===== src/sfts_pkg.sv =====
// sfts_pkg: shared types, codes and widths for the sprite frame time selector
// no dependencies; imported by sfts_mod_unit, sfts_seq and the top level

package sfts_pkg;

  // default table depth
  localparam int MAX_FRAMES_DEF = 256;

  // configuration port
  localparam int CFG_IDX_W  = 3;
  localparam int CFG_DATA_W = 9;

  // field widths
  localparam int SLOT_W  = 8;
  localparam int DUR_W   = 16;
  localparam int CNT_W   = 9;
  localparam int QTIME_W = 32;
  localparam int TIME_W  = QTIME_W - 1;  // time after clamping negatives to zero
  localparam int ACC_W   = 26;           // 510 frames of 65535 ms fit here

  typedef enum logic {
    ACT_LOAD,
    ACT_QUERY
  } action_e;

  typedef enum logic [1:0] {
    MODE_LOOP,
    MODE_ONCE,
    MODE_REVERSE,
    MODE_PINGPONG
  } mode_e;

  typedef enum logic [CFG_IDX_W-1:0] {
    REG_FIRST_FRAME,
    REG_FRAME_COUNT,
    REG_PLAYBACK_MODE,
    REG_LOOP_ENABLE,
    REG_FRAMES_IN_ASSET
  } reg_e;

  typedef struct packed {
    logic [SLOT_W-1:0] first_frame;
    logic [CNT_W-1:0]  frame_count;
    mode_e             mode;
    logic              loop_en;
    logic [CNT_W-1:0]  frames_in_asset;
  } clip_cfg_t;

  typedef struct packed {
    logic              start;
    logic [TIME_W-1:0] dividend;
    logic [ACC_W-1:0]  divisor;
  } mod_req_t;

  typedef struct packed {
    logic             done;
    logic [ACC_W-1:0] rem;
  } mod_rsp_t;

endpackage


===== src/sfts_dur_mem.sv =====
// sfts_dur_mem: frame duration table, one write and one registered read port
// no dependencies

module sfts_dur_mem #(
  parameter int DEPTH = 256,
  parameter int AW    = $clog2(DEPTH),
  parameter int DW    = 16
) (
  input  logic          clk_i,
  input  logic          we_i,
  input  logic [AW-1:0] waddr_i,
  input  logic [DW-1:0] wdata_i,
  input  logic          re_i,
  input  logic [AW-1:0] raddr_i,
  output logic [DW-1:0] rdata_o
);

  logic [DW-1:0] mem_q [DEPTH];
  logic [DW-1:0] rdata_q;

  always_ff @(posedge clk_i) begin
    if (we_i) begin
      mem_q[waddr_i] <= wdata_i;
    end
  end

  always_ff @(posedge clk_i) begin
    if (re_i) begin
      rdata_q <= mem_q[raddr_i];
    end
  end

  assign rdata_o = rdata_q;

endmodule


===== src/sfts_mod_unit.sv =====
// sfts_mod_unit: restoring remainder unit, one dividend bit per cycle
// depends on sfts_pkg

module sfts_mod_unit (
  input  logic                clk_i,
  input  logic                rst_ni,
  input  sfts_pkg::mod_req_t  req_i,
  output sfts_pkg::mod_rsp_t  rsp_o
);
  import sfts_pkg::*;

  localparam int STEP_W = $clog2(TIME_W + 1);

  logic              active_q, active_d;
  logic              done_q, done_d;
  logic [STEP_W-1:0] step_q, step_d;
  logic [TIME_W-1:0] dvd_q, dvd_d;
  logic [ACC_W-1:0]  div_q, div_d;
  logic [ACC_W-1:0]  rem_q, rem_d;
  logic [ACC_W:0]    shifted;

  always_comb begin
    active_d = active_q;
    done_d   = 1'b0;
    step_d   = step_q;
    dvd_d    = dvd_q;
    div_d    = div_q;
    rem_d    = rem_q;
    shifted  = {rem_q, dvd_q[TIME_W-1]};
    if (req_i.start) begin
      active_d = 1'b1;
      step_d   = STEP_W'(TIME_W);
      dvd_d    = req_i.dividend;
      div_d    = req_i.divisor;
      rem_d    = '0;
    end else if (active_q) begin
      if (shifted >= {1'b0, div_q}) begin
        rem_d = ACC_W'(shifted - {1'b0, div_q});
      end else begin
        rem_d = ACC_W'(shifted);
      end
      dvd_d  = {dvd_q[TIME_W-2:0], 1'b0};
      step_d = step_q - STEP_W'(1);
      if (step_q == STEP_W'(1)) begin
        active_d = 1'b0;
        done_d   = 1'b1;
      end
    end
  end

  always_ff @(posedge clk_i or negedge rst_ni) begin
    if (!rst_ni) begin
      active_q <= 1'b0;
      done_q   <= 1'b0;
      step_q   <= '0;
    end else begin
      active_q <= active_d;
      done_q   <= done_d;
      step_q   <= step_d;
    end
  end

  always_ff @(posedge clk_i) begin
    dvd_q <= dvd_d;
    div_q <= div_d;
    rem_q <= rem_d;
  end

  assign rsp_o.done = done_q;
  assign rsp_o.rem  = rem_q;

endmodule


===== src/sfts_seq.sv =====
// sfts_seq: query sequencer, walks the clip through the table read port twice
// depends on sfts_pkg; drives sfts_mod_unit and reads sfts_dur_mem

module sfts_seq #(
  parameter int MAX_FRAMES = sfts_pkg::MAX_FRAMES_DEF
) (
  input  logic                          clk_i,
  input  logic                          rst_ni,
  input  logic                          start_i,
  input  logic                          query_i,
  input  logic [sfts_pkg::QTIME_W-1:0]  query_time_i,
  input  sfts_pkg::clip_cfg_t           cfg_i,
  output logic                          busy_o,
  output logic                          rd_en_o,
  output logic [sfts_pkg::SLOT_W-1:0]   rd_idx_o,
  input  logic [sfts_pkg::DUR_W-1:0]    rd_data_i,
  output sfts_pkg::mod_req_t            mod_req_o,
  input  sfts_pkg::mod_rsp_t            mod_rsp_i,
  output logic                          result_valid_o,
  output logic [sfts_pkg::SLOT_W-1:0]   frame_index_o,
  output logic                          frame_valid_o
);
  import sfts_pkg::*;

  localparam int LIM_CAP = (MAX_FRAMES < 256) ? MAX_FRAMES : 256;

  typedef enum logic [2:0] {
    S_IDLE,
    S_SUM,
    S_FIT,
    S_MOD,
    S_SCAN
  } state_e;

  function automatic logic [CNT_W-1:0] seq_offset(input logic [CNT_W-1:0] pos,
                                                  input logic [CNT_W-1:0] n,
                                                  input mode_e mode);
    logic [CNT_W:0]   period;
    logic [CNT_W-1:0] off;
    period = {n, 1'b0} - (CNT_W+1)'(2);
    unique case (mode)
      MODE_REVERSE: off = n - CNT_W'(1) - pos;
      MODE_PINGPONG: begin
        if (pos < n) begin
          off = pos;
        end else begin
          off = CNT_W'(period - {1'b0, pos});
        end
      end
      default: off = pos;
    endcase
    return off;
  endfunction

  state_e            state_q, state_d;
  logic [CNT_W-1:0]  iss_q, iss_d;
  logic              rd_vld_q, rd_vld_d;
  logic              rd_last_q, rd_last_d;
  logic [SLOT_W-1:0] rd_idx_q, rd_idx_d;
  logic [ACC_W-1:0]  acc_q, acc_d;
  logic [TIME_W-1:0] time_q, time_d;
  logic [ACC_W-1:0]  tsel_q, tsel_d;
  logic              res_q, res_d;
  logic              fvalid_q, fvalid_d;
  logic [SLOT_W-1:0] fidx_q, fidx_d;

  logic [CNT_W-1:0]  lim;
  logic [CNT_W-1:0]  seq_len;
  logic [CNT_W:0]    len2;
  logic              clip_bad;
  logic              issue;
  logic [CNT_W-1:0]  offset;
  logic [SLOT_W-1:0] idx;
  logic [ACC_W-1:0]  dur;
  logic [ACC_W-1:0]  ahead;
  logic              wrap;

  always_comb begin
    lim = (cfg_i.frames_in_asset > CNT_W'(LIM_CAP)) ? CNT_W'(LIM_CAP)
                                                    : cfg_i.frames_in_asset;
    len2 = {cfg_i.frame_count, 1'b0} - (CNT_W+1)'(2);
    if (cfg_i.mode == MODE_PINGPONG && cfg_i.frame_count > CNT_W'(1)) begin
      seq_len = CNT_W'(len2);
    end else begin
      seq_len = cfg_i.frame_count;
    end
    // every sequence visits offsets 0..n-1, so the last clip frame decides
    clip_bad = (cfg_i.frame_count == '0) ||
               (({1'b0, cfg_i.first_frame} + {1'b0, cfg_i.frame_count}) >
                {1'b0, lim});
    wrap   = cfg_i.loop_en && (cfg_i.mode != MODE_ONCE);
    offset = seq_offset(iss_q, cfg_i.frame_count, cfg_i.mode);
    idx    = SLOT_W'({1'b0, cfg_i.first_frame} + offset);
    issue  = (state_q == S_SUM || state_q == S_SCAN) && (iss_q < seq_len);
    dur    = (rd_data_i == '0) ? ACC_W'(1) : ACC_W'(rd_data_i);
    ahead  = acc_q + dur;
  end

  always_comb begin
    state_d   = state_q;
    iss_d     = iss_q;
    rd_vld_d  = issue;
    rd_last_d = (iss_q == seq_len - CNT_W'(1));
    rd_idx_d  = idx;
    acc_d     = acc_q;
    time_d    = time_q;
    tsel_d    = tsel_q;
    res_d     = 1'b0;
    fvalid_d  = fvalid_q;
    fidx_d    = fidx_q;
    mod_req_o.start    = 1'b0;
    mod_req_o.dividend = time_q;
    mod_req_o.divisor  = acc_q;
    if (issue) begin
      iss_d = iss_q + CNT_W'(1);
    end

    unique case (state_q)
      S_IDLE: begin
        if (start_i && query_i) begin
          time_d = query_time_i[QTIME_W-1] ? '0 : query_time_i[TIME_W-1:0];
          if (clip_bad) begin
            res_d    = 1'b1;
            fvalid_d = 1'b0;
            fidx_d   = '0;
          end else begin
            state_d = S_SUM;
            iss_d   = '0;
            acc_d   = '0;
          end
        end
      end
      S_SUM: begin
        if (rd_vld_q) begin
          acc_d = ahead;
          if (rd_last_q) begin
            state_d = S_FIT;
          end
        end
      end
      S_FIT: begin
        // acc_q holds the sequence length in ms here
        if (wrap) begin
          mod_req_o.start = 1'b1;
          state_d = S_MOD;
        end else begin
          if (time_q > TIME_W'(acc_q - ACC_W'(1))) begin
            tsel_d = acc_q - ACC_W'(1);
          end else begin
            tsel_d = ACC_W'(time_q);
          end
          state_d = S_SCAN;
          iss_d   = '0;
          acc_d   = '0;
        end
      end
      S_MOD: begin
        if (mod_rsp_i.done) begin
          tsel_d  = mod_rsp_i.rem;
          state_d = S_SCAN;
          iss_d   = '0;
          acc_d   = '0;
        end
      end
      S_SCAN: begin
        if (rd_vld_q) begin
          if ((tsel_q < ahead) || rd_last_q) begin
            res_d    = 1'b1;
            fvalid_d = 1'b1;
            fidx_d   = rd_idx_q;
            state_d  = S_IDLE;
          end else begin
            acc_d = ahead;
          end
        end
      end
      default: state_d = S_IDLE;
    endcase
  end

  always_ff @(posedge clk_i or negedge rst_ni) begin
    if (!rst_ni) begin
      state_q   <= S_IDLE;
      iss_q     <= '0;
      rd_vld_q  <= 1'b0;
      rd_last_q <= 1'b0;
      rd_idx_q  <= '0;
      acc_q     <= '0;
      time_q    <= '0;
      tsel_q    <= '0;
      res_q     <= 1'b0;
      fvalid_q  <= 1'b0;
      fidx_q    <= '0;
    end else begin
      state_q   <= state_d;
      iss_q     <= iss_d;
      rd_vld_q  <= rd_vld_d;
      rd_last_q <= rd_last_d;
      rd_idx_q  <= rd_idx_d;
      acc_q     <= acc_d;
      time_q    <= time_d;
      tsel_q    <= tsel_d;
      res_q     <= res_d;
      fvalid_q  <= fvalid_d;
      fidx_q    <= fidx_d;
    end
  end

  assign busy_o         = (state_q != S_IDLE);
  assign rd_en_o        = issue;
  assign rd_idx_o       = idx;
  assign result_valid_o = res_q;
  assign frame_valid_o  = res_q & fvalid_q;
  assign frame_index_o  = (res_q & fvalid_q) ? fidx_q : '0;

endmodule


===== src/sprite_frame_time_selector.sv =====
// sprite_frame_time_selector: top level, configuration registers and wiring
// depends on sfts_pkg, sfts_dur_mem, sfts_mod_unit and sfts_seq

// A load transfer (action 0) writes one duration into the table in the cycle
// it is taken; slots at or beyond MAX_FRAMES are dropped. A query transfer
// (action 1) answers with a one-cycle result_valid_o strobe. For an empty or
// out-of-range clip the answer comes the cycle after the transfer and busy
// stays low. Otherwise the query raises busy, and the table's single read
// port is walked along the sequence (the frame count long, or 2n-2 in
// ping-pong) once to sum the durations and once to find the frame; when the
// time wraps, the remainder comes from a unit that retires one time bit per
// cycle. busy falls in the cycle the strobe is shown. Results cannot be
// held off, so take each one when it is strobed.

module sprite_frame_time_selector #(
  parameter int MAX_FRAMES = sfts_pkg::MAX_FRAMES_DEF
) (
  input  logic                             clk_i,
  input  logic                             rst_ni,
  input  logic                             start,
  output logic                             busy,
  input  logic                             action_i,
  input  logic [sfts_pkg::SLOT_W-1:0]      frame_slot_i,
  input  logic [sfts_pkg::DUR_W-1:0]       frame_duration_i,
  input  logic signed [sfts_pkg::QTIME_W-1:0] query_time_i,
  output logic                             result_valid_o,
  output logic [sfts_pkg::SLOT_W-1:0]      frame_index_o,
  output logic                             frame_valid_o,
  input  logic                             cfg_we_i,
  input  logic [sfts_pkg::CFG_IDX_W-1:0]   cfg_idx_i,
  input  logic [sfts_pkg::CFG_DATA_W-1:0]  cfg_wdata_i
);
  import sfts_pkg::*;

  localparam int AW = $clog2(MAX_FRAMES);

  clip_cfg_t         cfg_q;
  logic              take;
  logic              load_we;
  logic              seq_busy;
  logic              rd_en;
  logic [SLOT_W-1:0] rd_idx;
  logic [DUR_W-1:0]  rd_data;
  mod_req_t          mod_req;
  mod_rsp_t          mod_rsp;

  always_ff @(posedge clk_i or negedge rst_ni) begin
    if (!rst_ni) begin
      cfg_q.first_frame     <= '0;
      cfg_q.frame_count     <= '0;
      cfg_q.mode            <= MODE_LOOP;
      cfg_q.loop_en         <= 1'b1;
      cfg_q.frames_in_asset <= '0;
    end else if (cfg_we_i) begin
      unique case (cfg_idx_i)
        REG_FIRST_FRAME:     cfg_q.first_frame     <= cfg_wdata_i[SLOT_W-1:0];
        REG_FRAME_COUNT:     cfg_q.frame_count     <= cfg_wdata_i[CNT_W-1:0];
        REG_PLAYBACK_MODE:   cfg_q.mode            <= mode_e'(cfg_wdata_i[1:0]);
        REG_LOOP_ENABLE:     cfg_q.loop_en         <= cfg_wdata_i[0];
        REG_FRAMES_IN_ASSET: cfg_q.frames_in_asset <= cfg_wdata_i[CNT_W-1:0];
        default: ;
      endcase
    end
  end

  assign take    = start && !seq_busy;
  assign load_we = take && (action_i == ACT_LOAD) && (int'(frame_slot_i) < MAX_FRAMES);

  sfts_dur_mem #(
    .DEPTH (MAX_FRAMES),
    .AW    (AW),
    .DW    (DUR_W)
  ) u_mem (
    .clk_i   (clk_i),
    .we_i    (load_we),
    .waddr_i (AW'(frame_slot_i)),
    .wdata_i (frame_duration_i),
    .re_i    (rd_en),
    .raddr_i (AW'(rd_idx)),
    .rdata_o (rd_data)
  );

  sfts_mod_unit u_mod (
    .clk_i  (clk_i),
    .rst_ni (rst_ni),
    .req_i  (mod_req),
    .rsp_o  (mod_rsp)
  );

  sfts_seq #(
    .MAX_FRAMES (MAX_FRAMES)
  ) u_seq (
    .clk_i          (clk_i),
    .rst_ni         (rst_ni),
    .start_i        (take),
    .query_i        (action_i == ACT_QUERY),
    .query_time_i   (query_time_i),
    .cfg_i          (cfg_q),
    .busy_o         (seq_busy),
    .rd_en_o        (rd_en),
    .rd_idx_o       (rd_idx),
    .rd_data_i      (rd_data),
    .mod_req_o      (mod_req),
    .mod_rsp_i      (mod_rsp),
    .result_valid_o (result_valid_o),
    .frame_index_o  (frame_index_o),
    .frame_valid_o  (frame_valid_o)
  );

  assign busy = seq_busy;

endmodule


===== config.mk =====
export PLATFORM = sky130hd
export DESIGN_NAME = sprite_frame_time_selector
export DESIGN_NICKNAME = d
export VERILOG_FILES = /design/src/sfts_pkg.sv /design/src/sfts_dur_mem.sv /design/src/sfts_mod_unit.sv /design/src/sfts_seq.sv /design/src/sprite_frame_time_selector.sv
export SDC_FILE = /design/constraint.sdc
export NUM_CORES = 2
export LEC_CHECK = 0
export BUFFER_PORTS_ARGS = -buffer_cell sky130_fd_sc_hd__buf_2
export CORE_MARGIN = 3
export CORE_UTILIZATION = 30
export DETAILED_ROUTE_END_ITERATION = 6
export REMOVE_ABC_BUFFERS = 1
export SLEW_MARGIN = 30
export SYNTH_ARGS = -nofsm -noshare
export SYNTH_HDL_FRONTEND = slang
export SYNTH_SLANG_ARGS = --single-unit

===== constraint.sdc =====
create_clock -name clk_i -period 5.1 [get_ports clk_i]
set_input_delay 0.255 -clock clk_i [delete_from_list [all_inputs] [get_ports clk_i]]
set_output_delay 0.255 -clock clk_i [all_outputs]
set_load 0.005 [all_outputs]

==> impl_metrics.json <==
{
  "reg2reg_slack_ps": -420,
  "grt_antenna_before_repair": 34,
  "hold_path_depth": 4,
  "die-area_um2": 594500,
  "n_fill_cell": 53500,
  "worstPathRequired_ps": 5850,
  "setup_violations": 52,
  "insertion_delay_ps": 1040,
  "clock_sinks": 4346,
  "grt_pass1_wl_um": 682000,
  "yosysWarnings": 0,
  "min_path_type": "in -> reg",
  "hpwl_um": 285200,
  "drc": 0,
  "syn_inst": 9010,
  "vias": 93030,
  "htree_levels": 5,
  "placed_cells_incl_taps": 17420,
  "fin_ws_ps": -417.3,
  "crit_type": "reg -> reg",
  "cts_tree": "yes",
  "regArea_um2": 129500,
  "slew_viol_final": 0,
  "worstRegToRegCells": 21,
  "async_reset_ff_frac": 0.03474,
  "rows": 280,
  "avgSynthCellArea_um2": 19.49,
  "fmax_mhz": 181.2,
  "rr_endpoint": "u_mem.rdata_o[10]",
  "endpoint_kind": "register",
  "min_period_ps": 5517,
  "critical_path.startpoint": "u_seq.iss_q[4]",
  "cts_buffers": 423,
  "ys_ff_latch": 4346,
  "routed_via_density": 5.041,
  "post-route-period-util": 1.082,
  "ys.flop_type": "edfxtp_1",
  "arrival_ps": 6270,
  "violations": "negative setup slack",
  "io_pins": 84,
  "nets": 10570,
  "wl_per_cell_um": 25.77,
  "place.gp.congestion": 0.8316,
  "die_x_um": 771.1,
  "area_growth_pct": 20.62,
  "layout.cells.non_filler": 18460,
  "worst_pin_slew_ps": 1107,
  "ys_seq_area_frac": 0.7374,
  "grt_pass1_vias": 93210,
  "skew_ps": 77.95,
  "hold_viol_final": 0,
  "drt-total-wl_um": 475600,
  "critPathMaxFanout": 8,
  "start_util": 0.3016,
  "synth_cell_types": 95,
  "synth_edf_count": 4169,
  "die_h_um": 771.1,
  "mostFrequentLayoutCell": "edfxtp_1",
  "syn-cell-area_um2": 175600,
  "outcome": "finished with violations",
  "r2r_start": "u_seq.iss_q[4]",
  "final_antenna_net_count": 0,
  "multi_input_area_um2": 44710,
  "drive_gt1_frac": 0.3074,
  "slew_headroom": 0.2620,
  "first_iter_violations": 10580,
  "grt_overflow": 0,
  "core_um2": 582300,
  "holdPathEnd": "cfg_q[20]",
  "hp-start": "cfg_wdata_i[8]",
  "rsz0062_at_grt": "yes",
  "track_usage": 0.1553,
  "clockBufferDepth": 4,
  "cts_root_buf": "clkbuf_16",
  "clk_pin_slew_ps": 70,
  "numPortBuffers": 83,
  "max_cap_violations": 0,
  "startpoint_type": "register",
  "firstDrtPassIters": 6,
  "final_cell_mix": "edfxtp_1, mux4_2, buf_4, nand2_1, clkbuf_16",
  "grt_max_degree": 165
}
-- cell type report --
class	instances	share of cell area
Clock buffer	509	0.05214
Inverter	123	0.002215
Sequential cell	4346	0.6114
Multi-Input combinational cell	4028	0.2111
Clock inverter	275	0.01264
Antenna cell	7	0.00008270
Tap cell	7755	0.04581
Timing Repair Buffer	1412	0.06464
-- Yosys cell counts, types with 77 or more instances --
cell type / number / area (µm²)
buf_2: 134 / 670.6
ha_1: 159 / 1989
and2_1: 202 / 1264
o21ai_0: 128 / 640.6
a211oi_1: 212 / 1592
dfrtp_1: 150 / 3754
mux2i_1: 295 / 2953
clkbuf_1: 303 / 1137
a31oi_1: 206 / 1289
edfxtp_1: 4169 / 125200
nand2_1: 654 / 2455
mux4_2: 1066 / 24010
nor2_1: 340 / 1276
a21oi_1: 77 / 385.4
inv_1: 119 / 446.7
-- through the flow --
stage	utilization	cell area [µm²]	TNS, ps	setup slack (ps)	hold WS [ps]
after global placement	0.3325	193600	-40410	-845.1	167.5
final	0.3638	211800	-11300	-417.3	92.93
after floorplan	-	173300	-699150	-37360	-40.59
after CTS	0.3616	210500	-15380	-439.9	1.761
after detailed placement	0.3325	193600	-34070	-761.1	169.6
after global routing	0.3637	211800	-20240	-527.0	80.27
-- worst max path at each step --
| stage | end | slack [ps] | cells past startpoint |
|---|---|---|---|
| 2_1_floorplan | u_mem.rdata_o[0] | -37360 | 11 |
| 5_1_grt | u_mem.rdata_o[13] | -530 | 22 |
| 3_5_place_dp | u_mem.rdata_o[8] | -760 | 21 |
| 3_3_place_gp | u_mem.rdata_o[8] | -850 | 21 |
| 6_report | u_mem.rdata_o[10] | -420 | 21 |
| 4_1_cts | u_mem.rdata_o[9] | -440 | 21 |
-- registers in the layout, summed over array words and instances (netlist names) --
| name | cells |
|---|---|
| u_mem.mem_q | 4096 |
| u_mod.dvd_q | 31 |
| u_seq.time_q | 31 |
| cfg_q | 29 |
| u_mod.div_q | 26 |
| u_mod.rem_q | 26 |
| u_seq.acc_q | 26 |
| u_seq.tsel_q | 26 |
| u_mem.rdata_o | 16 |
| u_seq.iss_q | 9 |
| u_seq.fidx_q | 8 |
| u_seq.rd_idx_q | 8 |
| u_mod.step_q | 5 |
| u_seq.state_q | 3 |
| u_mod.active_q | 1 |
| u_mod.done_q | 1 |
| u_seq.fvalid_q | 1 |
| u_seq.rd_last_q | 1 |
| u_seq.rd_vld_q | 1 |
| u_seq.result_valid_o | 1 |
-- cell families (layout without fill, tap and decap cells) --
group,count (synthesis),in the layout,synth area share
buffers and inverters,637,2319,0.01581
XOR/XNOR,110,110,0.005572
AND/OR/NAND/NOR,1485,1486,0.03890
AO/OA/AOI/OAI,857,857,0.03310
adder cells (fa/ha/maj),166,166,0.01207
flip-flops,4346,4346,0.7374
multiplexers,1409,1409,0.1571
other,0,7,0
-- routing by layer --
metal	wire length, µm	track usage
met1	203800	0.2248
met2	221300	0.2439
met3	38900	0.02781
met4	11530	0.03681
met5	102	0
-- critical path, stage by stage, from the launching register on --
cell and delay [ps]:
dfrtp_1 390, ha_1 310, a2111o_1 400, a31oi_4 190, o21ai_4 80, nand3_2 70
o21ai_2 60, a22oi_2 230, inv_2 60, fa_4 840, buf_6 160, buf_16 180
buf_16 190, buf_8 150, clkbuf_16 150, mux4_2 290, mux2i_1 190, buf_4 180
mux4_2 350, mux2i_1 100, buf_4 200, mux4_2 450
-- timing repair --
| action | 4_1_cts | 5_1_grt |
|---|---|---|
| hold endpoints to repair | 1661 | 0 |
| pin swaps | 37 | 44 |
| hold buffers | 136 | 0 |
| gates cloned | 21 | 8 |
| gates resized for setup | 190 | 172 |
| endpoints found under the setup margin | 54 | 70 |
| buffers inserted | 47 | 36 |
Power is left out: the tool's default activity adds up to more than one toggle a clock period on the data nets, which glitch-free logic cannot reach.
